$ cat config.mk
export PLATFORM = sky130hd
export DESIGN_NAME = alarm_beep_blink_sequencer
export DESIGN_NICKNAME = d
export VERILOG_FILES = /design/src/hw/rtl/abbs_pkg.sv /design/src/hw/rtl/alarm_beep_blink_sequencer.sv
export SDC_FILE = /design/constraint.sdc
export NUM_CORES = 1
export LEC_CHECK = 0
export BUFFER_PORTS_ARGS = -buffer_cell sky130_fd_sc_hd__buf_2
export CORE_ASPECT_RATIO = 1.75
export CORE_MARGIN = 3
export CORE_UTILIZATION = 45
export DETAILED_ROUTE_END_ITERATION = 10
export PLACE_DENSITY = 0.72
export REMOVE_ABC_BUFFERS = 1
export SLEW_MARGIN = 0
export SYNTH_ARGS = -nofsm -noshare
export SYNTH_HDL_FRONTEND = slang
export SYNTH_SLANG_ARGS = --single-unit
export TNS_END_PERCENT = 10
$ cat constraint.sdc
create_clock -name i_clk -period 8.98 [get_ports i_clk]
set_clock_uncertainty 0.2 [all_clocks]
set_input_delay 0.449 -clock i_clk [delete_from_list [all_inputs] [get_ports i_clk]]
set_output_delay 0.449 -clock i_clk [all_outputs]
set_load 0.01 [all_outputs]
$ cat src/hw/rtl/abbs_pkg.sv
// Package with the shared types and constants of the alarm beep and blink sequencer.
`timescale 1ns / 1ps

package abbs_pkg;

    typedef enum logic [1:0] {
        PH_OVER = 2'd0,
        PH_NEW  = 2'd1,
        PH_RING = 2'd2
    } t_phase;

    typedef enum logic [1:0] {
        OP_TICK = 2'd0,
        OP_NEW  = 2'd1,
        OP_STOP = 2'd2
    } t_opcode;

    localparam logic [1:0] CFG_BEEP_INTERVAL = 2'd0;
    localparam logic [1:0] CFG_BLINK_TICKS   = 2'd1;
    localparam logic [1:0] CFG_BUZZER_PERMIT = 2'd2;

    localparam int CfgDataWidth = 16;

    localparam logic [7:0]  MAX_GROUPS          = 8'd8;
    localparam logic [7:0]  VOICE_KEEP_A        = 8'd1;
    localparam logic [7:0]  VOICE_KEEP_B        = 8'd2;
    localparam logic [7:0]  RST_BEEP_INTERVAL   = 8'd1;
    localparam logic [15:0] RST_BLINK_TICKS     = 16'd120;

endpackage

$ cat src/hw/rtl/alarm_beep_blink_sequencer.sv
// Top level of the alarm beep and blink sequencer.
`timescale 1ns / 1ps

// One transaction is accepted in every clock cycle in which o_in_stall is low.
// Each transaction's result is computed in a single pass from the alarm state and
// the input fields and lands in the output register as it is accepted. The input
// side stalls only while that register holds a result that the downstream side is
// stalling on. Configuration writes take effect at the next clock edge.
module alarm_beep_blink_sequencer (
    input  logic                                  i_clk,
    input  logic                                  i_rst_n,
    input  logic                                  i_cfg_we,
    input  logic [1:0]                            i_cfg_index,
    input  logic [abbs_pkg::CfgDataWidth-1:0]     i_cfg_data,
    input  logic                                  i_in_valid,
    output logic                                  o_in_stall,
    input  logic [1:0]                            i_opcode,
    input  logic                                  i_key_pressed,
    input  logic                                  i_hint_more,
    input  logic [7:0]                            i_beep_count,
    input  logic [7:0]                            i_voice_select,
    input  logic [7:0]                            i_group_number,
    input  logic                                  i_has_hint,
    output logic                                  o_out_valid,
    input  logic                                  i_out_stall,
    output logic                                  o_buzzer_on,
    output logic                                  o_led_on,
    output logic                                  o_voice_valid,
    output logic [7:0]                            o_voice_out,
    output logic                                  o_info_valid,
    output logic [3:0]                            o_info_point,
    output logic                                  o_hint_request,
    output logic [1:0]                            o_alarm_phase,
    output logic                                  o_external_alarm
);

    logic [7:0]  r_beep_interval;
    logic [15:0] r_blink_ticks;
    logic        r_buzzer_permit;

    abbs_pkg::t_phase r_phase, n_phase, w_tick_phase;
    logic [7:0]  r_beeps_left, n_beeps_left;
    logic [7:0]  r_beep_delay, n_beep_delay;
    logic        r_buzzer_level, n_buzzer_level;
    logic        r_buzzer_done, n_buzzer_done;
    logic        r_hint_done, n_hint_done;
    logic        r_led_level, n_led_level;
    logic        r_led_done, n_led_done;
    logic [15:0] r_blink_left, n_blink_left;
    logic [7:0]  r_stored_count, n_stored_count;
    logic [7:0]  r_stored_voice, n_stored_voice;
    logic [7:0]  r_stored_group, n_stored_group;
    logic        r_hint_attached, n_hint_attached;
    logic        r_ext_flag, n_ext_flag;

    logic        r_out_valid;
    logic        r_voice_valid, n_voice_valid;
    logic [7:0]  r_voice_out, n_voice_out;
    logic        r_info_valid, n_info_valid;
    logic [3:0]  r_info_point, n_info_point;
    logic        r_hint_request, n_hint_request;
    logic        r_buzzer_on;
    logic        r_led_on;
    logic [1:0]  r_alarm_phase;
    logic        r_external_alarm;

    logic        w_accept;
    logic        w_voice_start;

    assign o_in_stall = r_out_valid & i_out_stall;
    assign w_accept   = i_in_valid & ~o_in_stall;

    // A key press on a tick ends the alarm before the phase is evaluated.
    assign w_tick_phase = i_key_pressed ? abbs_pkg::PH_OVER : r_phase;

    assign w_voice_start = (r_beeps_left != 8'd0) && (r_beep_delay == r_beep_interval);

    // Next state of the alarm.
    always_comb begin
        n_phase         = r_phase;
        n_beeps_left    = r_beeps_left;
        n_beep_delay    = r_beep_delay;
        n_buzzer_level  = r_buzzer_level;
        n_buzzer_done   = r_buzzer_done;
        n_hint_done     = r_hint_done;
        n_led_level     = r_led_level;
        n_led_done      = r_led_done;
        n_blink_left    = r_blink_left;
        n_stored_count  = r_stored_count;
        n_stored_voice  = r_stored_voice;
        n_stored_group  = r_stored_group;
        n_hint_attached = r_hint_attached;
        n_ext_flag      = r_ext_flag;
        case (i_opcode)
            abbs_pkg::OP_NEW: begin
                n_stored_voice = i_voice_select;
                n_stored_count = i_beep_count;
                n_phase        = abbs_pkg::PH_NEW;
                if (i_voice_select != abbs_pkg::VOICE_KEEP_A &&
                    i_voice_select != abbs_pkg::VOICE_KEEP_B) begin
                    n_stored_group  = i_group_number;
                    n_hint_attached = i_has_hint;
                end
            end
            abbs_pkg::OP_STOP: begin
                n_hint_attached = 1'b0;
                n_phase         = abbs_pkg::PH_OVER;
                n_stored_count  = 8'd0;
            end
            abbs_pkg::OP_TICK: begin
                if (i_key_pressed && r_phase != abbs_pkg::PH_OVER) begin
                    n_stored_count = 8'd0;
                end
                case (w_tick_phase)
                    abbs_pkg::PH_OVER: begin
                        n_phase        = abbs_pkg::PH_OVER;
                        n_buzzer_level = 1'b0;
                        n_led_level    = 1'b0;
                        n_hint_done    = 1'b1;
                        n_buzzer_done  = 1'b1;
                        n_led_done     = 1'b1;
                    end
                    abbs_pkg::PH_NEW: begin
                        if (r_hint_attached && i_hint_more) begin
                            n_hint_done = 1'b0;
                        end else begin
                            n_hint_done     = 1'b1;
                            n_hint_attached = 1'b0;
                        end
                        n_buzzer_level = 1'b1;
                        n_beeps_left   = r_stored_count - 8'd1;
                        n_beep_delay   = r_beep_interval;
                        n_buzzer_done  = 1'b0;
                        n_led_level    = 1'b1;
                        n_led_done     = 1'b0;
                        n_blink_left   = r_blink_ticks;
                        n_phase        = abbs_pkg::PH_RING;
                    end
                    abbs_pkg::PH_RING: begin
                        if (r_beeps_left != 8'd0) begin
                            if (w_voice_start) begin
                                n_ext_flag = 1'b1;
                            end
                            if (r_beep_delay == 8'd0) begin
                                n_buzzer_level = ~r_buzzer_level;
                                if (r_buzzer_level) begin
                                    n_beeps_left = r_beeps_left - 8'd1;
                                end
                                n_beep_delay = r_beep_interval;
                            end else begin
                                n_beep_delay = r_beep_delay - 8'd1;
                            end
                        end else if (!r_buzzer_done) begin
                            n_buzzer_level = 1'b0;
                            n_buzzer_done  = 1'b1;
                        end
                        if (!r_hint_done && !(r_hint_attached && i_hint_more)) begin
                            n_hint_done     = 1'b1;
                            n_hint_attached = 1'b0;
                        end
                        if (r_blink_left != 16'd0) begin
                            n_led_level  = ~r_led_level;
                            n_blink_left = r_blink_left - 16'd1;
                        end else if (!r_led_done) begin
                            n_led_level = 1'b0;
                            n_led_done  = 1'b1;
                        end
                        if (n_hint_done && n_buzzer_done && n_led_done) begin
                            n_phase = abbs_pkg::PH_OVER;
                        end
                    end
                    default: begin
                        n_phase = abbs_pkg::PH_OVER;
                    end
                endcase
            end
            default: begin
                n_phase = r_phase;
            end
        endcase
    end

    // Event outputs of the transaction.
    always_comb begin
        n_voice_valid  = 1'b0;
        n_voice_out    = 8'd0;
        n_info_valid   = 1'b0;
        n_info_point   = 4'd0;
        n_hint_request = 1'b0;
        case (i_opcode)
            abbs_pkg::OP_STOP: begin
                n_info_valid = 1'b1;
            end
            abbs_pkg::OP_TICK: begin
                if (i_key_pressed) begin
                    n_voice_valid = 1'b1;
                    if (r_phase != abbs_pkg::PH_OVER) begin
                        n_info_valid = 1'b1;
                    end
                end
                case (w_tick_phase)
                    abbs_pkg::PH_NEW: begin
                        n_hint_request = r_hint_attached;
                        n_info_valid   = 1'b1;
                        if (r_stored_group < abbs_pkg::MAX_GROUPS) begin
                            n_info_point = 4'(r_stored_group + 8'd1);
                        end
                    end
                    abbs_pkg::PH_RING: begin
                        if (w_voice_start) begin
                            n_voice_valid = 1'b1;
                            n_voice_out   = r_stored_voice;
                        end
                        n_hint_request = ~r_hint_done & r_hint_attached;
                        if (n_phase == abbs_pkg::PH_OVER) begin
                            n_info_valid = 1'b1;
                        end
                    end
                    default: begin
                        n_hint_request = 1'b0;
                    end
                endcase
            end
            default: begin
                n_voice_valid = 1'b0;
            end
        endcase
    end

    always_ff @(posedge i_clk) begin
        if (!i_rst_n) begin
            r_beep_interval <= abbs_pkg::RST_BEEP_INTERVAL;
            r_blink_ticks   <= abbs_pkg::RST_BLINK_TICKS;
            r_buzzer_permit <= 1'b1;
        end else if (i_cfg_we) begin
            case (i_cfg_index)
                abbs_pkg::CFG_BEEP_INTERVAL: r_beep_interval <= i_cfg_data[7:0];
                abbs_pkg::CFG_BLINK_TICKS:   r_blink_ticks   <= i_cfg_data[15:0];
                abbs_pkg::CFG_BUZZER_PERMIT: r_buzzer_permit <= i_cfg_data[0];
                default:                     r_buzzer_permit <= r_buzzer_permit;
            endcase
        end
    end

    always_ff @(posedge i_clk) begin
        if (!i_rst_n) begin
            r_phase         <= abbs_pkg::PH_OVER;
            r_beeps_left    <= 8'd0;
            r_beep_delay    <= 8'd0;
            r_buzzer_level  <= 1'b1;
            r_buzzer_done   <= 1'b1;
            r_hint_done     <= 1'b1;
            r_led_level     <= 1'b1;
            r_led_done      <= 1'b1;
            r_blink_left    <= 16'd0;
            r_stored_count  <= 8'd0;
            r_stored_voice  <= 8'd0;
            r_stored_group  <= 8'd0;
            r_hint_attached <= 1'b0;
            r_ext_flag      <= 1'b0;
        end else if (w_accept) begin
            r_phase         <= n_phase;
            r_beeps_left    <= n_beeps_left;
            r_beep_delay    <= n_beep_delay;
            r_buzzer_level  <= n_buzzer_level;
            r_buzzer_done   <= n_buzzer_done;
            r_hint_done     <= n_hint_done;
            r_led_level     <= n_led_level;
            r_led_done      <= n_led_done;
            r_blink_left    <= n_blink_left;
            r_stored_count  <= n_stored_count;
            r_stored_voice  <= n_stored_voice;
            r_stored_group  <= n_stored_group;
            r_hint_attached <= n_hint_attached;
            r_ext_flag      <= n_ext_flag;
        end
    end

    always_ff @(posedge i_clk) begin
        if (!i_rst_n) begin
            r_out_valid <= 1'b0;
        end else if (w_accept) begin
            r_out_valid <= 1'b1;
        end else if (!i_out_stall) begin
            r_out_valid <= 1'b0;
        end
    end

    always_ff @(posedge i_clk) begin
        if (w_accept) begin
            r_buzzer_on      <= n_buzzer_level & r_buzzer_permit;
            r_led_on         <= n_led_level;
            r_voice_valid    <= n_voice_valid;
            r_voice_out      <= n_voice_out;
            r_info_valid     <= n_info_valid;
            r_info_point     <= n_info_point;
            r_hint_request   <= n_hint_request;
            r_alarm_phase    <= n_phase;
            r_external_alarm <= n_ext_flag;
        end
    end

    assign o_out_valid      = r_out_valid;
    assign o_buzzer_on      = r_buzzer_on;
    assign o_led_on         = r_led_on;
    assign o_voice_valid    = r_voice_valid;
    assign o_voice_out      = r_voice_out;
    assign o_info_valid     = r_info_valid;
    assign o_info_point     = r_info_point;
    assign o_hint_request   = r_hint_request;
    assign o_alarm_phase    = r_alarm_phase;
    assign o_external_alarm = r_external_alarm;

    // An accepted transaction always leaves a result in the output register.
    a_accept_gives_result: assert property (@(posedge i_clk) disable iff (!i_rst_n)
        w_accept |=> r_out_valid)
        else $error("accepted transaction left no result");

    // A nonzero info point is only shown as the alarm starts ringing.
    a_info_point_ring: assert property (@(posedge i_clk) disable iff (!i_rst_n)
        (r_out_valid && r_info_point != 4'd0) |->
        (r_alarm_phase == abbs_pkg::PH_RING && r_info_valid))
        else $error("info point shown outside the start of ringing");

    // A voice interval start always sets the external alarm flag.
    a_voice_sets_ext: assert property (@(posedge i_clk) disable iff (!i_rst_n)
        (r_out_valid && r_voice_valid && r_voice_out != 8'd0) |-> r_external_alarm)
        else $error("voice played without the external alarm flag");

endmodule

==> results_dict.tcl <==
set metrics [dict create \
    status "completed" \
    synth_cells 678 \
    synth-seq-cells 111 \
    ys_types 74 \
    wl_per_cell_um 16.29 \
    p_int_uw 779.4 \
    ir_drop_uv 107.6 \
    ant_nets 0 \
    finalPower_uw 1040 \
    critPathKind "register to register" \
    layout_common_cells "dfxtp_1 (91), nand2_1 (85), buf_2 (73)" \
    pwr-share-comb 0.105 \
    max-cap-violations 0 \
    cts_tree "yes" \
    antennaDiodeCount 0 \
    via_per_inst 5.868 \
    setup_ws_ps 5085 \
    hp-class "primary input to register" \
    worst_pin_slew_ps 1104 \
    dp.final_hpwl_mm 10.43 \
    rsz0062_at_grt "false" \
    syn_area_um2 5739 \
    leakage_uw 0.002547 \
    drive_gt1_frac 0.1538 \
    postPlaceCellArea_um2 6172 \
    power_frac_seq 0.511 \
    finalInstanceArea_um2 6469 \
    htree_levels 3 \
    yosysTopAreaCellShare 0.3174 \
    globalplace.congestion 0.8731 \
    root_buffer "clkbuf_16" \
    power.share.switching 0.2506 \
    nets 789 \
    synthArstFlopShare 0 \
    cts-hold-fix-buffers 0 \
    critPathMaxFanout 30 \
    routed_wl_mm 14.59 \
    cts-resized-gates 0 \
    p_clk_frac 0.384 \
    dr.pass1.iters 6 \
    synth_seq_area_share 0.4221 \
    utilization 0.5175 \
    max_freq_ghz 0.2567 \
    clk_latency_ps 350 \
    power.density_nw_per_um2 160.8 \
    clk_pin_slew_ps 70 \
    ys_top_cells_by_area "dfxtp_1 (32%), edfxtp_1 (10%), a21oi_1 (5.8%), nand2_1 (5.6%), mux2i_1 (4.2%)" \
    grt_pass1_wl_mm 24.47 \
    clockBufferDepth 2 \
    clock_sinks 111 \
    post-route-period-util 0.4338 \
    cts_buffers 9 \
    num_vias 5258 \
    switchingPower_uw 260.7 \
    crit_required_ps 9030 \
    yosysTopAreaCell "dfxtp_1" \
    die_area_um2 14200 \
    drt_iter0_drc 446 \
    synth_flop_cell "dfxtp_1" \
    grt_overflow_total 0 \
    relSlewSlack 0.2581 \
    area_growth_pct 12.71 \
    worst_setup_path_end_kind "register" \
    hold_viol_final 0 \
    core_um2 12500 \
    grt_pass1_vias 5144 \
    yosys_warnings 0 \
    fp.dieH_um 155.4 \
    rows 54 \
    grt_max_degree 39 \
    arrival_ps 3940 \
    start_util 0.4592 \
    drc 0 \
    cts_setup_buffers 0 \
    io_pins 74 \
    finalSetupViolCount 0 \
    antenna_found_initial 0 \
    synth_enable_flop_cells 20 \
    gr-usage-all-layers 0.2092 \
    setup_tns_ps 0 \
    layout.cells.most_common "dfxtp_1" \
    io_buffers 73 \
    place_ws_ps 5073 \
    drv_slew 0 \
    layout_min_cycle_time_ps 3895 \
    syn_area_per_cell_um2 8.465 \
    crit_path_start_kind "register" \
    die-width_um 91.37 \
]
## synthesized netlist by cell type (6+ instances only)
| cell type | n |
|---|---|
| o31ai_1 | 6 |
| a31oi_1 | 14 |
| nor4_1 | 6 |
| mux2i_1 | 24 |
| nand4_1 | 9 |
| dfxtp_1 | 91 |
| and3_1 | 11 |
| nand2_1 | 85 |
| a21oi_1 | 67 |
| ha_1 | 14 |
| nand3_1 | 32 |
| inv_1 | 18 |
| a21o_1 | 7 |
| or3_1 | 12 |
| o211ai_1 | 10 |
| nor2b_1 | 6 |
| xnor2_1 | 10 |
| clkbuf_1 | 29 |
| edfxtp_1 | 20 |
| nor3_1 | 24 |
| nor2_1 | 45 |
| buf_1 | 8 |
| o21ai_0 | 35 |
## stage by stage
step / hold slack [ps] / cells
finish: 114.7 / 896
CTS: 115.2 / 896
floorplan: 231.9 / 635
global placement: 238.4 / 880
global route: 119.3 / 896
detailed placement: 247.6 / 880
## per-layer routing
metal	GRT usage	share of wire	up-vias
met4	0.08633	0.028	0
met3	0.03290	0.046	37
met1	0.2329	0.39	2471
met5	0	0	-
met2	0.3904	0.54	186
li1	-	-	2564
## flip-flops by register name, summed over array words and instances (netlist names), 2 cells and up
register,cells
o_alarm_phase,2
o_info_point,4
o_voice_out,8
r_beep_delay,8
r_beep_interval,8
r_beeps_left,8
r_blink_left,16
r_blink_ticks,16
r_phase,2
r_stored_count,8
r_stored_group,8
r_stored_voice,8
## worst paths after layout
check | startpoint | to | slack [ps] | cells after the start
worst max register to register | r_phase[1] | r_blink_left[8] | 5080 | 9
worst max-delay path | r_phase[1] | r_blink_left[8] | 5080 | 9
worst min register to register | r_stored_voice[0] | r_stored_voice[0] | 260 | 2
worst min-delay path | i_in_valid | o_out_valid | 110 | 2
## cell type report
cell class	instances	area (µm²)
clock buffer	9	225.2
multi-input combinational	505	3073
tap	168	210.2
timing repair buffer	77	395.4
sequential	111	2422
fill	1178	6031
clock inverter	7	71.32
inverter	19	71.32
## power groups by stage
stage                     Clock (µW)  Combinational, µW  Sequential (µW)
after detailed placement           0                109              543
after floorplan                    0               64.8              543
after global routing             429                121              533
after global placement             0                106              542
final                            400                109              531
after CTS                        407                110              531
## cells by family (layout without fill, tap and decap cells)
kind of cell | Yosys count | after routing | share of synthesized area
AOI/OAI and AO/OA | 195 | 195 | 0.2191
xor gates and xnor gates | 11 | 11 | 0.01679
adders and majority gates | 14 | 14 | 0.03052
buffers and inverters | 62 | 112 | 0.04294
DFF | 111 | 111 | 0.4221
muxes | 24 | 24 | 0.04186
and+or+nand+nor | 261 | 261 | 0.2267
## critical path, stage by stage (launching register included)
cell      delay (ps)
dfxtp_1          440
nand2b_1         120
inv_1            120
ha_2             550
buf_4            400
o21ai_0          240
or2_1            500
a21oi_1          750
a211oi_1         180
a31o_2           260
No activity file was read; power rests on OpenSTA's default activity.
